<file path="config.mk">
export PLATFORM = sky130hd
export DESIGN_NAME = two_joint_arm_power_limiter_unit
export DESIGN_NICKNAME = d
export VERILOG_FILES = /design/src/tjapl_pkg.sv /design/src/tjapl_zone.sv /design/src/two_joint_arm_power_limiter_unit.sv
export SDC_FILE = /design/constraint.sdc
export NUM_CORES = 2
export LEC_CHECK = 0
export BUFFER_PORTS_ARGS = -buffer_cell sky130_fd_sc_hd__buf_2
export CAP_MARGIN = 10
export CORE_MARGIN = 1
export CORE_UTILIZATION = 30
export CTS_BUF_LIST = sky130_fd_sc_hd__clkbuf_8
export DETAILED_ROUTE_END_ITERATION = 10
export GPL_ROUTABILITY_DRIVEN = 0
export GPL_TIMING_DRIVEN = 1
export HOLD_SLACK_MARGIN = 0.1
export PLACE_DENSITY = 0.52
export SETUP_SLACK_MARGIN = 0.15
export SKIP_CTS_REPAIR_TIMING = 1
export SYNTH_ARGS = -nofsm -noshare
export SYNTH_HDL_FRONTEND = slang
export SYNTH_HIERARCHICAL = 1
export SYNTH_SLANG_ARGS = --single-unit
export TNS_END_PERCENT = 100
</file>
<file path="constraint.sdc">
create_clock -name clk -period 16.8 [get_ports clk]
set_input_delay 0.84 -clock clk [delete_from_list [all_inputs] [get_ports clk]]
set_output_delay 0.84 -clock clk [all_outputs]
set_load 0.02 [all_outputs]
</file>
<file path="src/tjapl_pkg.sv">
// Shared types, constants and helpers for the two-joint arm power limiter.
package tjapl_pkg;

  localparam int ANGLE_BITS = 16;
  localparam int POWER_BITS = 16;
  localparam int PX_BITS    = POWER_BITS + 2;
  localparam int REG_BITS   = 48;
  localparam int SLOT_BITS  = 16;
  localparam int IDX_BITS   = 3;

  localparam logic [IDX_BITS-1:0] REG_SHOULDER_POWER = 3'd0;
  localparam logic [IDX_BITS-1:0] REG_ELBOW_POWER    = 3'd1;
  localparam logic [IDX_BITS-1:0] REG_SHOULDER_NEG   = 3'd2;
  localparam logic [IDX_BITS-1:0] REG_SHOULDER_POS   = 3'd3;
  localparam logic [IDX_BITS-1:0] REG_ELBOW_NEG      = 3'd4;
  localparam logic [IDX_BITS-1:0] REG_ELBOW_POS      = 3'd5;

  localparam logic [2:0] ZONE_NONE     = 3'd0;
  localparam logic [2:0] ZONE_NEG_STOP = 3'd1;
  localparam logic [2:0] ZONE_POS_STOP = 3'd4;

  localparam logic [1:0] LVL_STOP = 2'd0;
  localparam logic [1:0] LVL_PARK = 2'd1;
  localparam logic [1:0] LVL_SLOW = 2'd2;

  localparam logic signed [ANGLE_BITS-1:0] ANGLE_M90  = -(ANGLE_BITS'(1) << (ANGLE_BITS - 2));
  localparam logic signed [ANGLE_BITS-1:0] ANGLE_ZERO = '0;

  typedef struct packed {
    logic signed [ANGLE_BITS-1:0] shoulder_angle;
    logic signed [ANGLE_BITS-1:0] elbow_angle;
    logic                         sensors_valid;
    logic signed [POWER_BITS-1:0] shoulder_request;
    logic signed [POWER_BITS-1:0] elbow_request;
  } sample_t;

  typedef struct packed {
    logic signed [POWER_BITS-1:0] shoulder_drive;
    logic signed [POWER_BITS-1:0] elbow_drive;
    logic                         status_ok;
    logic [2:0]                   shoulder_zone;
    logic [2:0]                   elbow_zone;
    logic                         shoulder_coupled;
  } drive_t;

  typedef struct packed {
    logic [2:0]                code;
    logic [1:0]                level;
    logic signed [PX_BITS-1:0] power;
  } zone_res_t;

  function automatic logic [SLOT_BITS-1:0] slot(input logic [REG_BITS-1:0] r,
                                                input int unsigned i);
    return r[SLOT_BITS*i +: SLOT_BITS];
  endfunction

  // Magnitude slot, masked to the power width, as a non-negative wide value.
  function automatic logic signed [PX_BITS-1:0] mag(input logic [REG_BITS-1:0] r,
                                                    input int unsigned i);
    logic [POWER_BITS-1:0] m;
    m = POWER_BITS'(slot(r, i));
    return $signed({2'b00, m});
  endfunction

  function automatic logic signed [ANGLE_BITS-1:0] ang(input logic [REG_BITS-1:0] r,
                                                       input int unsigned i);
    return $signed(ANGLE_BITS'(slot(r, i)));
  endfunction

endpackage

</file>
<file path="src/tjapl_zone.sv">
// Zone check and power cap for one joint.
module tjapl_zone import tjapl_pkg::*; (
  input  logic signed [PX_BITS-1:0]    power,
  input  logic signed [ANGLE_BITS-1:0] angle,
  input  logic signed [ANGLE_BITS-1:0] bound,
  input  logic [REG_BITS-1:0]          power_limits,
  input  logic [REG_BITS-1:0]          neg_limits,
  input  logic [REG_BITS-1:0]          pos_limits,
  output zone_res_t                    res
);

  always_comb begin
    logic signed [PX_BITS-1:0] m;
    logic hit;
    hit = 1'b0;
    res.code  = ZONE_NONE;
    res.level = LVL_STOP;
    res.power = power;
    for (int unsigned i = 0; i < 3; i++) begin
      m = (i == 0) ? '0 : mag(power_limits, i);
      if (!hit && power < -m && bound <= angle && angle < ang(neg_limits, i)) begin
        hit = 1'b1;
        res.power = -m;
        res.level = 2'(i);
        res.code  = ZONE_NEG_STOP + 3'(i);
      end
    end
    for (int unsigned i = 0; i < 3; i++) begin
      m = (i == 0) ? '0 : mag(power_limits, i);
      if (!hit && power > m && ang(pos_limits, i) <= angle && angle < bound) begin
        hit = 1'b1;
        res.power = m;
        res.level = 2'(i);
        res.code  = ZONE_POS_STOP + 3'(i);
      end
    end
  end

endmodule

</file>
<file path="src/two_joint_arm_power_limiter_unit.sv">
// Top level of the two-joint arm power limiter: registers, handshake and coupling.
// Path: a sample item is held in the input register, then its drive item in the result register,
//   with compare and clamp between them.
// Throughput: one item per cycle; while a finished drive item waits on a stalled output,
//   the input register takes one more item and then holds.
// Reset: synchronous rst empties both stages and clears all six limit registers to 0.
module two_joint_arm_power_limiter_unit import tjapl_pkg::*; (
  input  logic                clk,
  input  logic                rst,
  input  logic                sample_valid,
  output logic                sample_ready,
  input  sample_t             sample,
  output logic                drive_valid,
  input  logic                drive_ready,
  output drive_t              drive,
  input  logic                cfg_valid,
  output logic                cfg_ready,
  input  logic [IDX_BITS-1:0] cfg_index,
  input  logic [REG_BITS-1:0] cfg_data
);

  logic [REG_BITS-1:0] shoulder_power_limits;
  logic [REG_BITS-1:0] elbow_power_limits;
  logic [REG_BITS-1:0] shoulder_negative_limits;
  logic [REG_BITS-1:0] shoulder_positive_limits;
  logic [REG_BITS-1:0] elbow_negative_limits;
  logic [REG_BITS-1:0] elbow_positive_limits;

  logic    held_valid;
  sample_t held;
  logic    advance;
  drive_t  drive_next;

  logic signed [PX_BITS-1:0] sp_clamped;
  logic signed [PX_BITS-1:0] ep_clamped;
  zone_res_t                 sres;
  zone_res_t                 eres;

  assign cfg_ready    = 1'b1;
  assign advance      = !drive_valid || drive_ready;
  assign sample_ready = !held_valid || advance;

  always_ff @(posedge clk) begin
    if (rst) begin
      shoulder_power_limits    <= '0;
      elbow_power_limits       <= '0;
      shoulder_negative_limits <= '0;
      shoulder_positive_limits <= '0;
      elbow_negative_limits    <= '0;
      elbow_positive_limits    <= '0;
    end else if (cfg_valid && cfg_ready) begin
      case (cfg_index)
        REG_SHOULDER_POWER: shoulder_power_limits    <= cfg_data;
        REG_ELBOW_POWER:    elbow_power_limits       <= cfg_data;
        REG_SHOULDER_NEG:   shoulder_negative_limits <= cfg_data;
        REG_SHOULDER_POS:   shoulder_positive_limits <= cfg_data;
        REG_ELBOW_NEG:      elbow_negative_limits    <= cfg_data;
        REG_ELBOW_POS:      elbow_positive_limits    <= cfg_data;
        default: ;
      endcase
    end
  end

  always_ff @(posedge clk) begin
    if (rst) begin
      held_valid <= 1'b0;
    end else if (sample_valid && sample_ready) begin
      held_valid <= 1'b1;
    end else if (advance) begin
      held_valid <= 1'b0;
    end
    if (sample_valid && sample_ready) begin
      held <= sample;
    end
  end

  function automatic logic signed [PX_BITS-1:0] clamp_mag(
    input logic signed [PX_BITS-1:0] p,
    input logic signed [PX_BITS-1:0] m
  );
    logic signed [PX_BITS-1:0] r;
    r = p;
    if (r > m) r = m;
    if (r < -m) r = -m;
    return r;
  endfunction

  function automatic logic signed [POWER_BITS-1:0] saturate(
    input logic signed [PX_BITS-1:0] p
  );
    logic signed [PX_BITS-1:0] pmax;
    logic signed [PX_BITS-1:0] pmin;
    pmax = $signed({3'b000, {(POWER_BITS-1){1'b1}}});
    pmin = $signed({3'b111, {(POWER_BITS-1){1'b0}}});
    if (p > pmax) return pmax[POWER_BITS-1:0];
    if (p < pmin) return pmin[POWER_BITS-1:0];
    return p[POWER_BITS-1:0];
  endfunction

  assign sp_clamped = clamp_mag(PX_BITS'(held.shoulder_request), mag(shoulder_power_limits, 0));
  assign ep_clamped = clamp_mag(PX_BITS'(held.elbow_request), mag(elbow_power_limits, 0));

  tjapl_zone u_shoulder_zone (
    .power        (sp_clamped),
    .angle        (held.shoulder_angle),
    .bound        (ANGLE_M90),
    .power_limits (shoulder_power_limits),
    .neg_limits   (shoulder_negative_limits),
    .pos_limits   (shoulder_positive_limits),
    .res          (sres)
  );

  tjapl_zone u_elbow_zone (
    .power        (ep_clamped),
    .angle        (held.elbow_angle),
    .bound        (ANGLE_ZERO),
    .power_limits (elbow_power_limits),
    .neg_limits   (elbow_negative_limits),
    .pos_limits   (elbow_positive_limits),
    .res          (eres)
  );

  always_comb begin
    logic signed [PX_BITS-1:0] m;
    logic signed [PX_BITS-1:0] sp;
    logic                      coupled;
    sp      = sres.power;
    coupled = 1'b0;
    case (eres.level)
      LVL_PARK: m = mag(shoulder_power_limits, 1);
      LVL_SLOW: m = mag(shoulder_power_limits, 2);
      default:  m = '0;
    endcase
    if (eres.code != ZONE_NONE) begin
      if (eres.code < ZONE_POS_STOP && sp < -m) begin
        sp      = -m;
        coupled = 1'b1;
      end
      if (eres.code >= ZONE_POS_STOP && sp > m) begin
        sp      = m;
        coupled = 1'b1;
      end
    end
    drive_next = '0;
    if (held.sensors_valid) begin
      drive_next.shoulder_drive   = saturate(sp);
      drive_next.elbow_drive      = saturate(eres.power);
      drive_next.status_ok        = 1'b1;
      drive_next.shoulder_zone    = sres.code;
      drive_next.elbow_zone       = eres.code;
      drive_next.shoulder_coupled = coupled;
    end
  end

  always_ff @(posedge clk) begin
    if (rst) begin
      drive_valid <= 1'b0;
    end else if (advance) begin
      drive_valid <= held_valid;
    end
    if (advance && held_valid) begin
      drive <= drive_next;
    end
  end

  a_invalid_zero: assert property (@(posedge clk) disable iff (rst)
    drive_valid && !drive.status_ok |->
      drive.shoulder_drive == '0 && drive.elbow_drive == '0 &&
      drive.shoulder_zone == ZONE_NONE && drive.elbow_zone == ZONE_NONE &&
      !drive.shoulder_coupled)
    else $error("drive item not zeroed for invalid sensors");

  a_coupled_needs_elbow: assert property (@(posedge clk) disable iff (rst)
    drive_valid && drive.shoulder_coupled |-> drive.elbow_zone != ZONE_NONE)
    else $error("shoulder coupled without an elbow zone");

  a_empty_ready: assert property (@(posedge clk) disable iff (rst)
    !held_valid |-> sample_ready)
    else $error("empty input register refused an item");

  a_advance: assert property (@(posedge clk) disable iff (rst)
    held_valid && advance |=> drive_valid)
    else $error("held item did not reach the output");

endmodule

</file>
==> summary.md <==
| Metric | Value |
|---|---|
| Status | completed |
| Clk_lat worst skew | 0.69 ns |
| Most frequent cells in the layout | 712 x nand2_1, 460 x ha_1, 428 x a21oi_1, 381 x inv_1, 290 x dfxtp_1 |
| Synth Instances | 3715 |
| Initial antenna violation count | 6 |
| Worst EP arrival | 15.79 ns |
| Clock Skew | 0.02347 ns |
| First-pass GRT wire length | 157.8 mm |
| Min-delay src | sample[9] |
| Clk slew on worst S/H paths | 0.05 ns |
| Leak Pwr | 0.01359 uW |
| Max Buffers Root-to-Sink | 3 |
| Fillers | 10560 |
| Core area | 98990 um2 |
| Post-route antenna net violation count | 0 |
| Reg2reg start | elbow_power_limits[2]$_SDFFE_PP0P_ |
| Vias in the first global route | 25230 |
| Reg2Reg Capture Point | drive[30]$_SDFFCE_PN0P_ |
| Total GRT Usage | 0.2035 |
| # nets final | 4454 |
| Clk sinks | 395 |
| Ports | 164 |
| Die height | 318.9 um |
| Worst hold path cell count | 1 |
| Starting Density | 0.3044 |
| Crit share post-route | 0.9158 |
| Num rows | 115 |
| Vias | 26840 |
| Commonest non-fill, non-tap cell in the layout | nand2_1 |
| Reg2Reg Setup Slack | 1.42 ns |
| Slew margin rel. | 0.2432 |
| Initial DRC count | 1999 |
| Setup violations, final | 0 |
| CP Max Fanout | 33 |
| HP Class | input pin to flop |
| Grt ovf | 0 |
| DR WL/cell | 20.23 um |
| Cell mode on critical path | ha_1 |
| DRC Markers | 0 |
| CP bufs+invs | 5 |
| Mapped cell area | 30130 um2 |
| Setup CP Type | flop to flop |
| Die area | 101700 um2 |
| Die Span X | 318.9 um |
| Worst VDD drop | 0.05170 mV |
| Post-Route Setup TNS | 0 ns |
| Highest Clock Rate | 65.00 MHz |
| WP data required | 17.20 ns |
| Pin count of the biggest net entering global routing | 126 |
| Final hold violation count | 0 |
| TritonCTS clock tree | yes |
| Port-buffer cells | 162 |
| Max-slew violations | 0 |
| Critical Path Source Type | flop |
| CP max stage cell | o21ai_2 |
| Root buf cell | clkbuf_8 |
| Critical Path Max Stage Delay | 0.85 ns |
| Worst r2r path cells | 56 |
| Syn avg cell area | 8.111 um2 |
| Slew at the pin closest to its max-slew limit | 1.134 ns |
| Overall routed net length | 105.7 mm |
| RSZ-0062 raised after global routing | no |
| Layout Utilization | 0.3419 |
| Drt first pass iters | 6 |
| Detailed Place HPWL | 79.19 mm |
| Worst Hold End | held[9]$_DFFE_PP_ |
| Element type at the critical path end | flop |
| Share of post-route cells with drive strength above 1 | 0.1110 |
| Reg area | 8959 um2 |
| Yosys Warn Count | 6 |
| Vias per cell | 5.137 |
| Area growth syn-to-layout | 12.32% |
| Power per standard cell area | 103.4 nW/um2 |
| Max_cap viols | 0 |
| H-tree lvl count | 3 |
| Family with the most delay on the worst path | compound AO/OA/AOI/OAI gates |
| CTS buffer count | 78 |
| Fin crit period | 15.38 ns |
| Multi-input gate area | 19270 um2 |
state kept, by name, summed over array words and instances (netlist names):
name,cells
elbow_negative_limits,48
held,65
elbow_positive_limits,48
drive,40
shoulder_power_limits,48
shoulder_positive_limits,48
elbow_power_limits,48
drive_valid,1
shoulder_negative_limits,48
held_valid,1
stage by stage:
step                hold slack (ns)  total power [uW]  std cells  instance area [um2]  setup WS (ns)
floorplan                    0.4318              2108       3746                30250          4.220
global placement             0.4395              2491       5080                32250          1.747
detailed placement           0.4422              2497       5080                32250          1.473
CTS                          0.2477              3519       5224                33840          1.388
global route                 0.2684              3730       5225                33850         0.2265
finish                       0.3188              3500       5225                33850          1.415
routing by layer:
metal | part of all wire | global-route usage
met5 | 0.00026 | 0
met4 | 0.021 | 0.05609
met3 | 0.060 | 0.03048
met2 | 0.44 | 0.3185
met1 | 0.48 | 0.2883
layout make-up:
type                            count  area share
Antenna cell                        1  0.00007394
Tap cell                         1287     0.04758
Sequential cell                   395      0.2647
Timing Repair Buffer              193     0.03113
Multi-Input combinational cell   2845      0.5695
Inverter                          360     0.03993
Clock buffer                       99     0.04026
Clock inverter                     45    0.006839
power by group:
| part | leakage, uW | internal [uW] | switching, uW |
|---|---|---|---|
| registers | 0.00337 | 1040 | 37.4 |
| clock network | 0.000909 | 534 | 465 |
| logic | 0.00931 | 537 | 887 |
| total | 0.0136 | 2110 | 1390 |
how the worst max path moves through the flow:
stage               slack [ns]                 endpoint                                 from  cells past startpoint
finish                    1.42  drive[30]$_SDFFCE_PN0P_   elbow_power_limits[2]$_SDFFE_PP0P_                     56
global route              0.23  drive[37]$_SDFFCE_PN0P_   elbow_power_limits[2]$_SDFFE_PP0P_                     56
CTS                       1.39  drive[37]$_SDFFCE_PN0P_   elbow_power_limits[2]$_SDFFE_PP0P_                     56
detailed placement        1.47  drive[37]$_SDFFCE_PN0P_   elbow_power_limits[2]$_SDFFE_PP0P_                     56
global placement          1.75  drive[30]$_SDFFCE_PN0P_   elbow_power_limits[2]$_SDFFE_PP0P_                     56
floorplan                 4.22  drive[26]$_SDFFCE_PN0P_  elbow_power_limits[10]$_SDFFE_PP0P_                     62
Note: power is estimated with default switching activity, not from simulation.
